<file path="src/sv/gpc_pkg.sv">
// gpc_pkg: shared widths, constants and types of the ground point classifier.
// No dependencies.
package gpc_pkg;

  localparam int COORD_BITS    = 20;
  localparam int NORM_BITS     = 16;
  localparam int OFS_BITS      = 18;
  localparam int SENSOR_BITS   = 16;
  localparam int CFG_IDX_BITS  = 3;
  localparam int CFG_DATA_BITS = 18;

  // Range path: point minus sensor offset, squared, summed, then rooted.
  localparam int DIFF_BITS = ((COORD_BITS > SENSOR_BITS) ? COORD_BITS : SENSOR_BITS) + 1;
  localparam int RAD_BITS  = 2 * DIFF_BITS;
  localparam int ROOT_BITS = DIFF_BITS;
  localparam int REM_BITS  = ROOT_BITS + 1;

  // Plane-side delay line: one entry per root cell plus the tolerance stages.
  localparam int SIDE_LEN  = ROOT_BITS + 3;

  // Plane path: S = a*x + b*y + c*z + d*2^14.
  localparam int PROD_BITS    = COORD_BITS + NORM_BITS;
  localparam int OFS_SHIFT    = 14;
  localparam int OFS_EXT_BITS = OFS_BITS + OFS_SHIFT;
  localparam int S_BITS = ((PROD_BITS > OFS_EXT_BITS) ? PROD_BITS : OFS_EXT_BITS) + 2;

  // Distance test: (150*|S|)^2 < T^2 * |n|^2, right side always below 2^57.
  localparam int DIST_SCALE = 150;
  localparam int SCALE_BITS = 8;
  localparam int U_BITS     = S_BITS + SCALE_BITS;
  localparam int U_KEEP     = 29;
  localparam int US_BITS    = 2 * U_KEEP;

  localparam int TOL_BITS   = 13;
  localparam int TSQ_BITS   = 2 * TOL_BITS;
  localparam int NSQ_BITS   = 2 * NORM_BITS;
  localparam int N2_BITS    = 32;
  localparam int RHS_BITS   = TSQ_BITS + N2_BITS;
  localparam int RANGE_NEAR = 1000;
  localparam int RANGE_FAR  = 4000;
  localparam int TOL_MIN    = 1500;
  localparam int TOL_OFS    = 500;
  localparam int TOL_MAX    = 4500;

  localparam int NORMAL_C_RST = 16384;
  localparam int OFFSET_RST   = -1000;

  typedef enum logic [CFG_IDX_BITS-1:0] {
    REG_NORMAL_A     = 3'd0,
    REG_NORMAL_B     = 3'd1,
    REG_NORMAL_C     = 3'd2,
    REG_PLANE_OFFSET = 3'd3,
    REG_SENSOR_X     = 3'd4,
    REG_SENSOR_Y     = 3'd5
  } cfg_idx_t;

  typedef struct packed {
    logic signed [NORM_BITS-1:0]   normal_a;
    logic signed [NORM_BITS-1:0]   normal_b;
    logic signed [NORM_BITS-1:0]   normal_c;
    logic signed [OFS_BITS-1:0]    plane_offset;
    logic signed [SENSOR_BITS-1:0] sensor_x;
    logic signed [SENSOR_BITS-1:0] sensor_y;
  } cfg_t;

  // One beat of the square-root chain.
  typedef struct packed {
    logic                 vld;
    logic [RAD_BITS-1:0]  rad;
    logic [REM_BITS-1:0]  rem;
    logic [ROOT_BITS-1:0] root;
  } sqrt_beat_t;

endpackage

</file>
<file path="src/sv/gpc_sqrt_cell.sv">
// gpc_sqrt_cell: one root digit of the integer square root, registered.
// Depends on gpc_pkg.
module gpc_sqrt_cell import gpc_pkg::*; (
  input  logic       clk,
  input  logic       rst_n,
  input  sqrt_beat_t beat_in,
  output sqrt_beat_t beat_out
);

  sqrt_beat_t           beat_r;
  logic [REM_BITS+1:0]  rem_sh;
  logic [REM_BITS+1:0]  trial;
  logic [REM_BITS+1:0]  diff;
  logic                 take;
  logic [REM_BITS-1:0]  rem_nxt;
  logic [ROOT_BITS-1:0] root_nxt;

  // Bring down the next two radicand bits, try root*4+1.
  always_comb begin
    rem_sh   = {beat_in.rem, beat_in.rad[RAD_BITS-1 -: 2]};
    trial    = (REM_BITS+2)'({beat_in.root, 2'b01});
    diff     = rem_sh - trial;
    take     = (rem_sh >= trial);
    rem_nxt  = take ? diff[REM_BITS-1:0] : rem_sh[REM_BITS-1:0];
    root_nxt = {beat_in.root[ROOT_BITS-2:0], take};
  end

  always_ff @(posedge clk) begin
    if (!rst_n) begin
      beat_r.vld <= 1'b0;
    end else begin
      beat_r.vld <= beat_in.vld;
    end
    beat_r.rad  <= beat_in.rad << 2;
    beat_r.rem  <= rem_nxt;
    beat_r.root <= root_nxt;
  end

  assign beat_out = beat_r;

endmodule

</file>
<file path="config.mk">
export PLATFORM = sky130hd
export DESIGN_NAME = gpc_sqrt_cell
export DESIGN_NICKNAME = d
export VERILOG_FILES = /design/src/sv/gpc_pkg.sv /design/src/sv/gpc_sqrt_cell.sv
export SDC_FILE = /design/constraint.sdc
export NUM_CORES = 1
export LEC_CHECK = 0
export BUFFER_PORTS_ARGS = -buffer_cell sky130_fd_sc_hd__buf_2
export CORE_MARGIN = 10
export CORE_UTILIZATION = 41
export CTS_BUF_LIST = sky130_fd_sc_hd__clkbuf_8 sky130_fd_sc_hd__clkbuf_16
export CTS_CLUSTER_DIAMETER = 80
export DETAILED_ROUTE_END_ITERATION = 16
export MAX_ROUTING_LAYER = met4
export PLACE_DENSITY = 0.74
export SLEW_MARGIN = 30
export SYNTH_ARGS = -nofsm -noshare
export SYNTH_HDL_FRONTEND = slang
export SYNTH_SLANG_ARGS = --single-unit
</file>
<file path="constraint.sdc">
create_clock -name clk -period 2.1 [get_ports clk]
set_clock_uncertainty 0.1 [all_clocks]
set_input_delay 0.315 -clock clk [delete_from_list [all_inputs] [get_ports clk]]
set_output_delay 0.315 -clock clk [all_outputs]
set_load 0.1 [all_outputs]
</file>
==> results.toml <==
[synth]
synth-seq-cells = 84
yosysMostFrequentCell = "dfxtp_1"
synth_seq_area_share_pct = 49.6
synth_cell_types = 53
netlist.area_leader.share_pct = 49.6
syn_inst = 326
synthTopCellsByCount = "dfxtp_1 (84), inv_1 (27), ha_1 (23)"
synthFlopType = "dfxtp_1"
synth_edf_count = 0
synth_top_area_cell = "dfxtp_1"
async_flop_share_pct = 0
syn-cell-area_sq_um = 3390
avgSynthCellArea_sq_um = 10.4
yosysWarnings = 0
synth_area_leaders = "dfxtp_1 (50%), ha_1 (8.5%), mux2_4 (3.5%), inv_1 (3.0%), a21oi_1 (2.5%)"

[clock_tree]
cts-htree-levels = 3
post-cts-setup-buffers = 0
numCtsBuffers = 9
clock_path_buffers = 2
cts_root_buffer = "clkbuf_8"
cts_tree = "yes"
cts.sinks = 84
path_clk_slew_ns = 0.09

[place]
port_buffers = 171
place_inst = 659
gp_congestion = 0.876
hpwl_mm = 9.16

[detailed_routing]
route.vias.total = 3503
drc = 0
final_antenna_net_count = 0
routed_wirelength_mm = 12.6
dr.pass1.iters = 4
drt_iter0_markers = 208
via_per_inst = 4.78
avgRoutedWirePerCell_um = 17.2

[critical_path]
cp-start-kind = "input pin"
crit_arrival_ns = 2.18
critPathSlowestCell = "ha_2"
crit_top_cell = "nor2_4"
path_class = "in2reg"
cp-startpoint = "beat_in[6]"
crit_chain = "buf_2 > inv_1 > ha_2 > nand4_1 > nor2_4 > a21oi_2 > a31oi_4 > nor2_4 > inv_4 > mux2_2"
worstSetupEndpointType = "flop"
crit_required_ns = 2.25
worst_path_largest_cell_delay_ns = 0.38
crit_fanout = 12

[layout]
regArea_sq_um = 1680
largest_reg_flops = 84
fillers = 617
antenna_cells = 0
fin_nets = 734
multiInputGateArea_sq_um = 1620
drive_above_1_share_pct = 48.4
stdcell_count = 733
area_growth_pct = 68.4

[die]
chipWidth_um = 111
io_pins = 174
std_cell_rows = 33
dieArea_sq_um = 12300
coreArea_sq_um = 8130
fp.dieH_um = 111
initial_core_util_pct = 41.7

[timing]
rsz0062_at_grt = "no"
holdWs_ns = 0.0250
fin_crit_ns = 2.04
slew_violations = 0
fin_crit_sh_pct = 96.9
timing.fmax_mhz = 491
tightest_slew_ns = 0.522
setup_tns_ns = 0
max_slew_margin_pct = 65.4
setup_viol = 0
finalHoldViolCount = 0

[power_and_ir_drop]
irDropWorstVdd_mv = 0.533
total_power_mw = 5.07
leakage_nw = 2.82
powerDensity_nw_per_um2 = 889

[global_routing]
antenna_found_initial = 0
grt_max_degree = 16
grt_pass1_wl_mm = 19.7
globalRouteTotalUtil_pct = 20.2
grt_pass1_vias = 3771
grt_overflow = 0

[worst_hold_path]
hold_path.class = "in2reg"
hold_start = "beat_in[8]"

[flow_run]
drv_cap = 0

[run_status]
status = "finished, final reports clean"
## cells by family (layout without fill, tap and decap cells)
| kind of cell | after synthesis | after routing | synth area share, % |
|---|---|---|---|
| AO/OA/AOI/OAI | 77 | 77 | 17.2 |
| XOR/XNOR | 14 | 14 | 3.62 |
| adder cells (fa/ha/maj) | 23 | 23 | 8.49 |
| buffers and inverters | 44 | 345 | 6.13 |
| flip-flops | 84 | 84 | 49.6 |
| multiplexers | 12 | 12 | 4.80 |
| other | 1 | 2 | 0.111 |
| AND/OR/NAND/NOR | 71 | 71 | 10.1 |
## routing by layer
layer  vias up  GRT usage, %  wire length, um
li1       1726             -                -
met3        14          4.65              829
met1      1615          23.3             5350
met5         -             -                0
met4         0          5.99              183
met2       148          34.1             6260
## path summary, 6_finish.rpt
kind,cells after the start,to
max,10,beat_out[24]
min,1,beat_out[9]
## what timing repair did
| item | CTS | global route |
|---|---|---|
| endpoints found under the hold margin | 58 | 0 |
| hold buffers | 58 | 0 |
| setup endpoints to repair | 0 | 10 |
| resized for setup | 0 | 4 |
## power by group
part	total [mW]	switching, mW	internal (mW)
clock network	1.09	0.617	0.471
logic	2.20	1.60	0.607
registers	1.78	0.0392	1.74
## worst max-delay path: cells and delay by family
kind	cells	cell delay, ns
buffers and inverters	3	0.32
muxes	1	0.36
AOI/OAI and AO/OA	2	0.34
adders and majority gates	1	0.38
and+or+nand+nor	3	0.46
## layout by cell type (no fill, tap or decap), types with 3 or more instances in the layout
| master | instances |
|---|---|
| buf_2 | 171 |
| dfxtp_1 | 84 |
| buf_4 | 71 |
| dlygate4sd3_1 | 58 |
| inv_1 | 24 |
| nor2_1 | 16 |
| nand3_1 | 16 |
| ha_1 | 16 |
| nand2_1 | 15 |
| a21oi_1 | 12 |
| nor3_1 | 10 |
| o21ai_0 | 10 |
| clkbuf_8 | 10 |
| o21a_1 | 8 |
| xnor2_1 | 8 |
| mux2_4 | 8 |
| a21oi_2 | 6 |
| nand4_1 | 6 |
| xor2_1 | 6 |
| o31ai_1 | 5 |
| ha_4 | 5 |
| a211oi_2 | 4 |
| a31oi_1 | 4 |
| inv_4 | 3 |
| a21o_1 | 3 |
| o21ai_1 | 3 |
| a211oi_1 | 3 |
## final cells by class
cell class,count,area share (%)
Timing Repair Buffer,300,34.5
Clock buffer,10,2.41
Clock inverter,6,0.789
Tap cell,105,2.30
Multi-Input combinational cell,199,28.4
Sequential cell,84,29.5
Inverter,29,2.17
## through the flow
stage          util [%]  setup WS (ns)  area, sq um
4_1_cts            70.0         0.0684         5690
5_1_grt            70.2       0.000696         5710
3_3_place_gp       60.6         -0.275         4930
2_1_floorplan         -        -0.0445         3520
6_report           70.2         0.0650         5710
3_5_place_dp       60.6         -0.322         4930
No activity file was read; power rests on OpenSTA's default activity.
