--- config.mk ---
export PLATFORM = sky130hd
export DESIGN_NAME = gpc_cfg
export DESIGN_NICKNAME = d
export VERILOG_FILES = /design/src/sv/gpc_pkg.sv /design/src/sv/gpc_cfg.sv
export SDC_FILE = /design/constraint.sdc
export NUM_CORES = 2
export LEC_CHECK = 0
export BUFFER_PORTS_ARGS = -buffer_cell sky130_fd_sc_hd__buf_2
export CAP_MARGIN = 20
export CORE_MARGIN = 5
export CORE_UTILIZATION = 55
export CTS_CLUSTER_DIAMETER = 60
export DETAILED_ROUTE_END_ITERATION = 6
export PLACE_DENSITY = 0.78
export SYNTH_ARGS = -nofsm -noshare
export SYNTH_HDL_FRONTEND = slang
export SYNTH_SLANG_ARGS = --single-unit
--- constraint.sdc ---
create_clock -name clk -period 16.7 [get_ports clk]
set_clock_uncertainty 0.2 [all_clocks]
set_input_delay 1.67 -clock clk [delete_from_list [all_inputs] [get_ports clk]]
set_output_delay 1.67 -clock clk [all_outputs]
set_load 0.03 [all_outputs]
--- src/sv/gpc_pkg.sv ---
// gpc_pkg: shared widths, constants and types of the ground point classifier.
// No dependencies.
package gpc_pkg;

  localparam int COORD_BITS    = 20;
  localparam int NORM_BITS     = 16;
  localparam int OFS_BITS      = 18;
  localparam int SENSOR_BITS   = 16;
  localparam int CFG_IDX_BITS  = 3;
  localparam int CFG_DATA_BITS = 18;

  // Range path: point minus sensor offset, squared, summed, then rooted.
  localparam int DIFF_BITS = ((COORD_BITS > SENSOR_BITS) ? COORD_BITS : SENSOR_BITS) + 1;
  localparam int RAD_BITS  = 2 * DIFF_BITS;
  localparam int ROOT_BITS = DIFF_BITS;
  localparam int REM_BITS  = ROOT_BITS + 1;

  // Plane-side delay line: one entry per root cell plus the tolerance stages.
  localparam int SIDE_LEN  = ROOT_BITS + 3;

  // Plane path: S = a*x + b*y + c*z + d*2^14.
  localparam int PROD_BITS    = COORD_BITS + NORM_BITS;
  localparam int OFS_SHIFT    = 14;
  localparam int OFS_EXT_BITS = OFS_BITS + OFS_SHIFT;
  localparam int S_BITS = ((PROD_BITS > OFS_EXT_BITS) ? PROD_BITS : OFS_EXT_BITS) + 2;

  // Distance test: (150*|S|)^2 < T^2 * |n|^2, right side always below 2^57.
  localparam int DIST_SCALE = 150;
  localparam int SCALE_BITS = 8;
  localparam int U_BITS     = S_BITS + SCALE_BITS;
  localparam int U_KEEP     = 29;
  localparam int US_BITS    = 2 * U_KEEP;

  localparam int TOL_BITS   = 13;
  localparam int TSQ_BITS   = 2 * TOL_BITS;
  localparam int NSQ_BITS   = 2 * NORM_BITS;
  localparam int N2_BITS    = 32;
  localparam int RHS_BITS   = TSQ_BITS + N2_BITS;
  localparam int RANGE_NEAR = 1000;
  localparam int RANGE_FAR  = 4000;
  localparam int TOL_MIN    = 1500;
  localparam int TOL_OFS    = 500;
  localparam int TOL_MAX    = 4500;

  localparam int NORMAL_C_RST = 16384;
  localparam int OFFSET_RST   = -1000;

  typedef enum logic [CFG_IDX_BITS-1:0] {
    REG_NORMAL_A     = 3'd0,
    REG_NORMAL_B     = 3'd1,
    REG_NORMAL_C     = 3'd2,
    REG_PLANE_OFFSET = 3'd3,
    REG_SENSOR_X     = 3'd4,
    REG_SENSOR_Y     = 3'd5
  } cfg_idx_t;

  typedef struct packed {
    logic signed [NORM_BITS-1:0]   normal_a;
    logic signed [NORM_BITS-1:0]   normal_b;
    logic signed [NORM_BITS-1:0]   normal_c;
    logic signed [OFS_BITS-1:0]    plane_offset;
    logic signed [SENSOR_BITS-1:0] sensor_x;
    logic signed [SENSOR_BITS-1:0] sensor_y;
  } cfg_t;

  // One beat of the square-root chain.
  typedef struct packed {
    logic                 vld;
    logic [RAD_BITS-1:0]  rad;
    logic [REM_BITS-1:0]  rem;
    logic [ROOT_BITS-1:0] root;
  } sqrt_beat_t;

endpackage

--- src/sv/gpc_cfg.sv ---
// gpc_cfg: configuration register file and squared plane normal length.
// Depends on gpc_pkg.
module gpc_cfg import gpc_pkg::*; (
  input  logic                     clk,
  input  logic                     rst_n,
  input  logic                     cfg_valid,
  output logic                     cfg_ready,
  input  logic [CFG_IDX_BITS-1:0]  cfg_index,
  input  logic [CFG_DATA_BITS-1:0] cfg_data,
  output cfg_t                     cfg,
  output logic [N2_BITS-1:0]       norm_sq
);

  cfg_t                 cfg_r;
  logic                 ready_r;
  logic [NSQ_BITS-1:0]  sqa_r, sqb_r, sqc_r;
  logic [N2_BITS-1:0]   norm_sq_r;
  logic signed [NSQ_BITS-1:0] sqa, sqb, sqc;

  always_ff @(posedge clk) begin
    if (!rst_n) begin
      ready_r             <= 1'b0;
      cfg_r.normal_a      <= '0;
      cfg_r.normal_b      <= '0;
      cfg_r.normal_c      <= NORM_BITS'(NORMAL_C_RST);
      cfg_r.plane_offset  <= OFS_BITS'(OFFSET_RST);
      cfg_r.sensor_x      <= '0;
      cfg_r.sensor_y      <= '0;
    end else begin
      ready_r <= 1'b1;
      if (cfg_valid && ready_r) begin
        unique case (cfg_idx_t'(cfg_index))
          REG_NORMAL_A:     cfg_r.normal_a     <= cfg_data[NORM_BITS-1:0];
          REG_NORMAL_B:     cfg_r.normal_b     <= cfg_data[NORM_BITS-1:0];
          REG_NORMAL_C:     cfg_r.normal_c     <= cfg_data[NORM_BITS-1:0];
          REG_PLANE_OFFSET: cfg_r.plane_offset <= cfg_data[OFS_BITS-1:0];
          REG_SENSOR_X:     cfg_r.sensor_x     <= cfg_data[SENSOR_BITS-1:0];
          REG_SENSOR_Y:     cfg_r.sensor_y     <= cfg_data[SENSOR_BITS-1:0];
          default: ;
        endcase
      end
    end
  end

  always_comb begin
    sqa = cfg_r.normal_a * cfg_r.normal_a;
    sqb = cfg_r.normal_b * cfg_r.normal_b;
    sqc = cfg_r.normal_c * cfg_r.normal_c;
  end

  // Squares are non-negative and their sum stays below 2^32.
  always_ff @(posedge clk) begin
    sqa_r     <= sqa;
    sqb_r     <= sqb;
    sqc_r     <= sqc;
    norm_sq_r <= N2_BITS'(sqa_r) + N2_BITS'(sqb_r) + N2_BITS'(sqc_r);
  end

  assign cfg_ready = ready_r;
  assign cfg       = cfg_r;
  assign norm_sq   = norm_sq_r;

endmodule

==> impl_metrics.csv <==
group,metric,value,unit
routing,dr.pass1.iters,5,
pwr,p_int,967,uW
clocking,cts_sinks,224,
cells_and_area,layout-drive-gt1-share,0.0693,
die,start_util,0.557,
critical_path,cp-end-kind,"register",
die,fp.dieH,263,um
routing,ant_nets,0,
grt,globalRouteMet2Util,0.422,
clocking,cts_resized,0,
pwr,pwr-share-seq,0.420,
logic_synthesis,yosysTopAreaCell,"fa_1",
grt,use_met1,0.326,
pwr,power_frac_clock,0.474,
hold_path,hp-class,"register to register",
critical_path,cp_max_fo,20,
grt,grt_max_degree,100,
logic_synthesis,yosysMostFrequentCell,"inv_1",
die,io_pins,155,
clocking,cts_buffers,30,
cells_and_area,multi_input_area,26700,sq um
logic_synthesis,syn_inst,3781,
cells_and_area,diodes,0,
logic_synthesis,netlist.area_leader.share,0.418,
routing,drtIter0Drc,1675,
logic_synthesis,async_flop_share,0,
grt,antenna_found_initial,0,
clocking,cts_root_buf,"clkbuf_16",
routing,viasPerCell,5.28,
grt,grt_pass1_vias,27451,
routing,postRouteWirelength,82100,um
clocking,clock_latency,610,ps
cells_and_area,fin_area,37800,sq um
grt,grtUsageMet3,0.0299,
outcome,outcome,"complete, no violations",
place,place_area,36800,sq um
pwr,pwr-share-comb,0.105,
sta,max_clock_freq,132,MHz
critical_path,critPathKind,"register to register",
die,dieArea,69100,sq um
logic_synthesis,syn_area,35200,sq um
sta,tns,0,ps
place,gp_congestion,0.914,
logic_synthesis,ys_top_cells_by_count,"inv_1, fa_1, nand2_1",
clocking,cts_setup_buffers,0,
sta,rsz0062_at_grt,"no",
flow_run,max_cap_viol_count,0,
sta,period_minus_slack,7600,ps
routing,vias,25127,
sta,timing.final.crit_share,0.455,
pwr,switchingPower,376,uW
die,core_area,63200,sq um
pwr,leakagePower,20.6,nW
logic_synthesis,yosysSeqAreaShare,0.127,
logic_synthesis,synth_enable_flop_cells,0,
clocking,clk_path_buf_depth,3,
critical_path,cp-start-kind,"register",
logic_synthesis,synth-seq-cells,224,
pwr,switching_share,0.280,
logic_synthesis,yosysWarnings,0,
routing,drc_errors,0,
sta,finalSetupViolations,0,
cells_and_area,area_growth_syn_to_layout,7.48,%
pwr,power.density,35.5,nW/um^2
die,fp.dieW,263,um
die,rows,92,
clocking,htreeDepth,1,
clocking,hold_buffers,0,
grt,grt_pass1_wl,139000,um
critical_path,cp_data_required_time,16960,ps
clocking,cts_tree,"done",
critical_path,worstPathArrival,7860,ps
logic_synthesis,synth_cell_types,70,
routing,wl_per_cell,17.3,um
clocking,path_clk_slew,60,ps
cells_and_area,regArea,4480,sq um
grt,grt_overflow_total,0,
place,post-dp-hpwl,67100,um
sta,worstMarginPinSlew,1060,ps
logic_synthesis,avgSynthCellArea,9.31,sq um
pwr,ir_drop,0.0821,mV
grt,grtUsageTotal,0.245,
cells_and_area,final_nets,4946,
pwr,p_total,1.34,mW
logic_synthesis,synthFlopType,"dfxtp_1",
sta,slew_headroom,0.294,
sta,drv_slew,0,
grt,top_usage_layer,"met2",
sta,finalHoldViolations,0,
logic_synthesis,synth_area_leaders,"fa_1, dfxtp_1, ha_1, inv_1, nand2_1",
place,port_buffers,154,
cells_and_area,fill_cells,5275,
-- layer usage --
| metal | vias up | routed length, um |
|---|---|---|
| met1 | 12615 | 33600 |
| li1 | 11564 | - |
| met5 | - | 0 |
| met2 | 788 | 40200 |
| met3 | 160 | 5380 |
| met4 | 0 | 3020 |
-- cell families (layout without fill, tap and decap cells) --
| kind of cell | after synthesis | count (layout) | synth area share |
|---|---|---|---|
| compound gates | 384 | 384 | 0.0762 |
| simple gates | 899 | 899 | 0.117 |
| flops | 224 | 224 | 0.127 |
| mux | 5 | 5 | 0.00142 |
| fa+ha+maj | 1035 | 1035 | 0.525 |
| xor+xnor | 151 | 151 | 0.0376 |
| other cells | 1 | 3 | 0.000107 |
| buf+inv | 1082 | 1208 | 0.116 |
-- worst max-delay path: stages, from the launching register on --
cell	delay [ps]
dfxtp_1	800
inv_1	530
nor2_1	390
fa_1	630
fa_1	910
fa_1	530
fa_1	500
fa_1	490
inv_1	50
fa_1	470
inv_1	40
ha_1	320
a21o_1	190
a21o_1	170
a21o_1	180
a21oi_1	150
nor2b_1	60
a311oi_1	480
o21a_1	250
o211ai_1	100
-- power groups by stage --
stage / Sequential (mW) / Clock (mW) / Combinational, mW
floorplan: 0.589 / 0 / 0.0732
global placement: 0.575 / 0 / 0.138
detailed placement: 0.576 / 0 / 0.140
CTS: 0.564 / 0.648 / 0.141
global route: 0.566 / 0.673 / 0.154
finish: 0.564 / 0.637 / 0.142
-- sequential cells by signal, summed over array words and instances (netlist names) --
signal and flops:
cfg 98, cfg_ready 1, norm_sq 32, sqa_r 31, sqb_r 31, sqc_r 31
-- through the flow --
stage               hold slack (ps)  setup WS [ps]  cells   util
finish                          264           9100   4755  0.598
global route                    284           8700   4755  0.598
CTS                             264           9170   4754  0.598
detailed placement              249           9210   4700  0.583
global placement                245           9380   4700  0.583
floorplan                       174          10070   3783      -
-- area by class of cell --
type	instances	area share
multi-input combinational	2477	0.705
tap	846	0.0280
sequential	224	0.119
timing repair buffer	180	0.0255
clock inverter	16	0.00470
clock buffer	38	0.0217
inverter	974	0.0967
-- path summary, 6_finish.rpt --
check | startpoint | endpoint | slack, ps | depth (start not counted)
min | cfg[1]$_SDFFE_PN0P_ | cfg[1]$_SDFFE_PN0P_ | 260 | 2
max reg2reg | cfg[97]$_SDFFE_PN0P_ | sqa_r[31]$_DFF_P_ | 9100 | 19
max | cfg[97]$_SDFFE_PN0P_ | sqa_r[31]$_DFF_P_ | 9100 | 19
min reg2reg | cfg[1]$_SDFFE_PN0P_ | cfg[1]$_SDFFE_PN0P_ | 260 | 2
-- layout by cell type (no fill, tap or decap), drive strengths merged, types with 14 or more instances in the layout --
cell and n:
inv 980, fa 734, nand2 445, ha 301
dfxtp 224, buf 180, nor2 147, and2 128
xnor2 119, a21boi 91, a21oi 80, o21ai 42
clkbuf 38, nand3 37, a21o 37, xor2 32
nor3 26, nor2b 20, and3 19, nand2b 19
a31o 18, o21a 15, o21bai 15, a211oi 14
(Power assumes the default switching activity.)
