### src/sv/gpc_pkg.sv
// gpc_pkg: shared widths, constants and types of the ground point classifier.
// No dependencies.
package gpc_pkg;

  localparam int COORD_BITS    = 20;
  localparam int NORM_BITS     = 16;
  localparam int OFS_BITS      = 18;
  localparam int SENSOR_BITS   = 16;
  localparam int CFG_IDX_BITS  = 3;
  localparam int CFG_DATA_BITS = 18;

  // Range path: point minus sensor offset, squared, summed, then rooted.
  localparam int DIFF_BITS = ((COORD_BITS > SENSOR_BITS) ? COORD_BITS : SENSOR_BITS) + 1;
  localparam int RAD_BITS  = 2 * DIFF_BITS;
  localparam int ROOT_BITS = DIFF_BITS;
  localparam int REM_BITS  = ROOT_BITS + 1;

  // Plane-side delay line: one entry per root cell plus the tolerance stages.
  localparam int SIDE_LEN  = ROOT_BITS + 3;

  // Plane path: S = a*x + b*y + c*z + d*2^14.
  localparam int PROD_BITS    = COORD_BITS + NORM_BITS;
  localparam int OFS_SHIFT    = 14;
  localparam int OFS_EXT_BITS = OFS_BITS + OFS_SHIFT;
  localparam int S_BITS = ((PROD_BITS > OFS_EXT_BITS) ? PROD_BITS : OFS_EXT_BITS) + 2;

  // Distance test: (150*|S|)^2 < T^2 * |n|^2, right side always below 2^57.
  localparam int DIST_SCALE = 150;
  localparam int SCALE_BITS = 8;
  localparam int U_BITS     = S_BITS + SCALE_BITS;
  localparam int U_KEEP     = 29;
  localparam int US_BITS    = 2 * U_KEEP;

  localparam int TOL_BITS   = 13;
  localparam int TSQ_BITS   = 2 * TOL_BITS;
  localparam int NSQ_BITS   = 2 * NORM_BITS;
  localparam int N2_BITS    = 32;
  localparam int RHS_BITS   = TSQ_BITS + N2_BITS;
  localparam int RANGE_NEAR = 1000;
  localparam int RANGE_FAR  = 4000;
  localparam int TOL_MIN    = 1500;
  localparam int TOL_OFS    = 500;
  localparam int TOL_MAX    = 4500;

  localparam int NORMAL_C_RST = 16384;
  localparam int OFFSET_RST   = -1000;

  typedef enum logic [CFG_IDX_BITS-1:0] {
    REG_NORMAL_A     = 3'd0,
    REG_NORMAL_B     = 3'd1,
    REG_NORMAL_C     = 3'd2,
    REG_PLANE_OFFSET = 3'd3,
    REG_SENSOR_X     = 3'd4,
    REG_SENSOR_Y     = 3'd5
  } cfg_idx_t;

  typedef struct packed {
    logic signed [NORM_BITS-1:0]   normal_a;
    logic signed [NORM_BITS-1:0]   normal_b;
    logic signed [NORM_BITS-1:0]   normal_c;
    logic signed [OFS_BITS-1:0]    plane_offset;
    logic signed [SENSOR_BITS-1:0] sensor_x;
    logic signed [SENSOR_BITS-1:0] sensor_y;
  } cfg_t;

  // One beat of the square-root chain.
  typedef struct packed {
    logic                 vld;
    logic [RAD_BITS-1:0]  rad;
    logic [REM_BITS-1:0]  rem;
    logic [ROOT_BITS-1:0] root;
  } sqrt_beat_t;

endpackage

### src/sv/gpc_tol.sv
// gpc_tol: range-dependent tolerance and right side of the distance test.
// Depends on gpc_pkg.
module gpc_tol import gpc_pkg::*; (
  input  logic                 clk,
  input  logic                 rst_n,
  input  logic                 vld_in,
  input  logic [ROOT_BITS-1:0] range_in,
  input  logic [N2_BITS-1:0]   norm_sq,
  output logic                 vld_out,
  output logic [RHS_BITS-1:0]  rhs_out
);

  logic                va_r, vb_r, vc_r;
  logic [TOL_BITS-1:0] tol_r;
  logic [TSQ_BITS-1:0] tsq_r;
  logic [RHS_BITS-1:0] rhs_r;
  logic [TOL_BITS-1:0] tol_nxt;
  logic [TSQ_BITS-1:0] tsq_nxt;
  logic [RHS_BITS-1:0] rhs_nxt;

  // Tolerance in units of mm/150: flat 10 mm, ramp to 30 mm, then flat.
  always_comb begin
    if (range_in <= ROOT_BITS'(RANGE_NEAR)) begin
      tol_nxt = TOL_BITS'(TOL_MIN);
    end else if (range_in < ROOT_BITS'(RANGE_FAR)) begin
      tol_nxt = range_in[TOL_BITS-1:0] + TOL_BITS'(TOL_OFS);
    end else begin
      tol_nxt = TOL_BITS'(TOL_MAX);
    end
    tsq_nxt = tol_r * tol_r;
    rhs_nxt = tsq_r * norm_sq;
  end

  always_ff @(posedge clk) begin
    if (!rst_n) begin
      va_r <= 1'b0;
      vb_r <= 1'b0;
      vc_r <= 1'b0;
    end else begin
      va_r <= vld_in;
      vb_r <= va_r;
      vc_r <= vb_r;
    end
  end

  always_ff @(posedge clk) begin
    tol_r <= tol_nxt;
    tsq_r <= tsq_nxt;
    rhs_r <= rhs_nxt;
  end

  assign vld_out = vc_r;
  assign rhs_out = rhs_r;

endmodule

### config.mk
export PLATFORM = sky130hd
export DESIGN_NAME = gpc_tol
export DESIGN_NICKNAME = d
export VERILOG_FILES = /design/src/sv/gpc_pkg.sv /design/src/sv/gpc_tol.sv
export SDC_FILE = /design/constraint.sdc
export NUM_CORES = 2
export LEC_CHECK = 0
export ABC_AREA = 1
export BUFFER_PORTS_ARGS = -buffer_cell sky130_fd_sc_hd__buf_2
export CAP_MARGIN = 20
export CORE_UTILIZATION = 25
export CTS_CLUSTER_SIZE = 30
export DETAILED_ROUTE_END_ITERATION = 10
export PLACE_DENSITY = 0.41
export SETUP_SLACK_MARGIN = 0.15
export SLEW_MARGIN = 20
export SYNTH_ARGS = -nofsm -noshare
export SYNTH_HDL_FRONTEND = slang
export SYNTH_SLANG_ARGS = --single-unit
### constraint.sdc
create_clock -name clk -period 19.95 [get_ports clk]
set_clock_uncertainty 0.2 [all_clocks]
set_input_delay 2.9925 -clock clk [delete_from_list [all_inputs] [get_ports clk]]
set_output_delay 2.9925 -clock clk [all_outputs]
set_load 0.03 [all_outputs]
==> results <==
- After synthesis, the cell types taking the most area are fa_1 44%, inv_1 17%, nand2_1 15%, ha_1 10%, dfxtp_1 5.5%.
- The data arrival time of the critical path is around 9.3 ns.
- The wire length of the first global-routing pass is ~170,000 um.
- Based on the critical path, the design can be clocked at up to 108 MHz.
- The clock buffer count from CTS is 9.
- The via count of the first global-routing pass is 29,500.
- The hold violation count in the final report is 0.
- The synthesis-stage register bit count is 99.
- The post-route fraction of the period consumed by the critical path is 46.2%.
- The final sum of negative setup slack is 0 ns.
- Setup violations remaining at the end of the flow were counted as 0.
- Once the floorplan was initialized, standard cells occupied 25.3% of the core.
- The final layout contains routed wiring with a total length of 111,000 um.
- Setup repair after global routing left no endpoint under its margin.
- The worst hold path stage count is 2.
- The reg-to-reg setup timing slack is 13.11 ns.
- The number of H-tree levels is 3.
- For hold timing, the worst endpoint is vld_out.
- The startpoint kind of the worst setup timing path is a primary input.
- The maximum single-stage delay on the critical path is between 0.5 and 0.6 ns.
- The maximum root-to-sink buffer count is 2.
- The final period demand of the worst path is 9.22 ns.
- The clock-pin slew on the worst setup and hold paths is 0.08 ns.
- After routing the design area is 38,800 um2.
- In the final routed layout, each cell accounts on average for between 15 and 20 um.
- Among the stages of the critical path, the cell type that occurs most often is fa_1.
- The flow ran to the end, and the final reports show no timing, DRC or antenna violations.
- At the end of routability-driven placement, the weighted congestion stood at ~0.87.
- The max-slew headroom at the worst pin is between 40% and 50%.
- The initial antenna violation count is 2.
- The launching point of the worst reg2reg path is tsq_r[5].
- Data on the critical path is required at its endpoint by approximately 20 ns.
- For this block, the via count after detailed routing is 27,500.
- The filler cells instantiated in the layout total 15,800.
- The post-synthesis async set-or-reset flop share is 0%.
- Clock tree synthesis selected as its root buffer the cell clkbuf_16.
- The number of distinct standard cells referenced by the synthesized netlist is 42.
- The signal on the critical path passes through buf_2 -> nand2_1 -> fa_1 -> inv_1 -> fa_1 -> inv_1 -> fa_1 -> fa_1 -> fa_1 -> inv_1 -> fa_1 -> inv_1 -> fa_1 -> inv_1 -> ha_1 -> nand2_1 -> nor2_2 -> nand2_1 -> nor2_1 -> nand2_1 -> nand3_2 -> nand3_1 -> nand3_1 -> nand2_1.
- The chip height is 382 um.
- The number of nets still failing antenna checks after routing is 0.
- The share of layout cells above drive strength 1 is 4.93%.
- The number of DRC markers in iteration 0 is approximately 1,400.
- The cell count after synthesis came out at 4,841.
- The post-CTS setup repair buffer count is 0.
- Cells fill 27.3% of the core in the end.
- After clock tree synthesis, the flow added hold-fix buffers numbering 0.
- The most frequently used cell type in the post-synthesis netlist is inv_1.
- The top cell family by delay on the critical path is adder cells.
- For the worst-skew pair, the clock arrives at the later sink with an insertion delay of 0.42 ns.
- After synthesis, flip-flops and latches occupy 5.50% of the total area.
- The final global-route overflow total is 0.
- Ranked by instance count, the synthesized netlist is headed by 1,634 x inv_1, 1,399 x nand2_1, 787 x fa_1.
- In the final design database the tool counted 5,950 nets.
- By startpoint and endpoint, the worst setup path is classified as primary input to flop.
- In this run the most critical hold path is launched from vb_r.
- The length in cells of the worst reg-to-reg path is 24.
- The cell area reported after detailed placement is ~39,000 um2.
- TritonCTS built the clock tree.
- In this run the mean area of a mapped cell was between 7 and 8 um2.
- The final count of pins violating max slew came to 0.
- The type of the most critical hold path is flop to flop.
- The cell at the slowest stage of the critical path is fa_1.
- The area of the placeable core is 142,000 um2.
- The number of maximum-capacitance violations is 0.
- Entering global routing, the biggest net connects 33 pins.
- The type of element capturing the critical path is a flop.
- The cell area after synthesis is 36,000 um2.
- The dominant cell type by area after synthesis is fa_1.
- In the synthesized netlist the dominant register cell turns out to be dfxtp_1.
- The transition time of the tightest slew-check pin is 0.899 ns.
- Across every metal layer, demand over resource in global routing totals 15.7%.
- Dividing the detail-routed via count by the number of cells gives 4.10.
- approximately 120 I/O pins were placed.
- Along the worst path, the maximum fanout reaches 25.
- The top cell type by area accounts for 43.8% of the synthesized area.
- The number of enable-type register cells in the synthesized netlist is 0.
- The number of buffer cells added on primary ports is 114.
- The number of iterations in the first detailed-routing pass is 5.
- The total number of placement rows is 138.
- The area enclosed by the die boundary is 146,000 um2.
- The number of buffers and inverters on the critical path is 6.
- The clock drives a little under 100 sinks.
- The number of design rule violations left after detail routing is 0.
- The die extent in x is 382 um.
- The post-cts gate resize count is 0.
- The area growth from synthesis to layout is 7.78%.
- The end of the worst register-to-register path is rhs_out[40].
- The number of warnings printed during yosys synthesis is 0.
- The post-DP HPWL is between 80,000 and 90,000 um.
==> cell families after synthesis <==
kind of cell,count (synthesis),share of synthesized area [%]
flops,99,5.50
fa+ha+maj,1076,53.8
simple gates,1678,18.6
xor+xnor,60,1.46
buf+inv,1830,19.1
other cells,1,0.0104
compound gates,97,1.50
==> worst max-delay path by stage <==
stage,from,endpoint,slack [ns],cells after the start
after detailed placement,norm_sq[22],rhs_out[29],10.24,23
after global routing,norm_sq[12],rhs_out[29],10.41,21
after global placement,norm_sq[13],rhs_out[29],10.21,21
final,norm_sq[13],rhs_out[40],10.73,24
after CTS,norm_sq[22],rhs_out[29],10.73,23
after floorplan,norm_sq[13],rhs_out[41],11.26,25
==> routing by layer <==
layer | global-route usage, % | vias up | share of wire (%)
met5 | 0 | - | 0
met4 | 2.85 | 0 | 1.4
met3 | 1.39 | 71 | 3.1
met2 | 27.1 | 444 | 49
met1 | 21.4 | 13700 | 46
li1 | - | 13200 | -
==> stage by stage <==
| step | cells | hold slack [ns] | setup slack (ns) |
|---|---|---|---|
| after global routing | 6714 | 0.237 | 10.41 |
| after CTS | 6713 | 0.219 | 10.73 |
| after detailed placement | 6697 | 0.198 | 10.24 |
| after floorplan | 4844 | 0.175 | 11.26 |
| after global placement | 6697 | 0.198 | 10.21 |
| final | 6714 | 0.216 | 10.73 |
==> state kept, by name, indices dropped and copies added, names as in the netlist <==
name,count
rhs_out,58
tsq_r,25
tol_r,13
va_r,1
vb_r,1
vld_out,1
==> cells in the final DEF (no fill, tap or decap), types with 2 or more instances in the layout <==
master      count
inv_1        1634
nor4_1          3
xnor2_1        14
nor3_1         18
nand2_2        15
a21oi_1        57
inv_6           2
o21bai_1        8
nor2_4          4
or2_2           2
dfxtp_1        99
nor2_1        100
o21ai_0        15
o31ai_1         2
nand3_2         9
buf_2         114
nand3_1        71
xor2_1         46
nor3_2          4
nor2_2         26
and2_1          4
fa_1          787
o21a_1          3
ha_1          289
buf_4          33
conb_1          4
a21o_1          4
o21ai_1         3
clkinvlp_4      2
clkbuf_16       9
nand4_1        18
nand2_1      1399
inv_2          10
==> final cells by class <==
class	count	area [um2]	share of cell area (%)
inverters	1646	6180	15.9
well taps	1890	2360	6.09
clock buffers	9	225	0.580
clock inverters	7	68.8	0.177
multi-input cells	2915	27200	70.0
repair buffers	147	818	2.11
flip-flops and latches	99	1980	5.11
diodes	1	2.50	0.00645
==> worst reg2reg max path, stage by stage (launching register included) <==
cell     delay [ns]
dfxtp_1        0.31
buf_4          0.42
nand2_1        0.23
fa_1           0.56
inv_1          0.05
fa_1           0.47
inv_1          0.06
fa_1           0.58
fa_1           0.45
fa_1           0.55
inv_1          0.05
fa_1           0.47
inv_1          0.05
fa_1           0.55
inv_1          0.06
ha_1           0.39
nand2_1        0.14
nor2_2         0.20
nand2_1        0.22
nor2_1         0.14
nand2_1        0.08
nand3_2        0.17
nand3_1        0.13
nand3_1        0.09
nand2_1        0.08
Power is not shown: default switching activity piles up to over one toggle a cycle in this logic, so the estimate is an artifact.
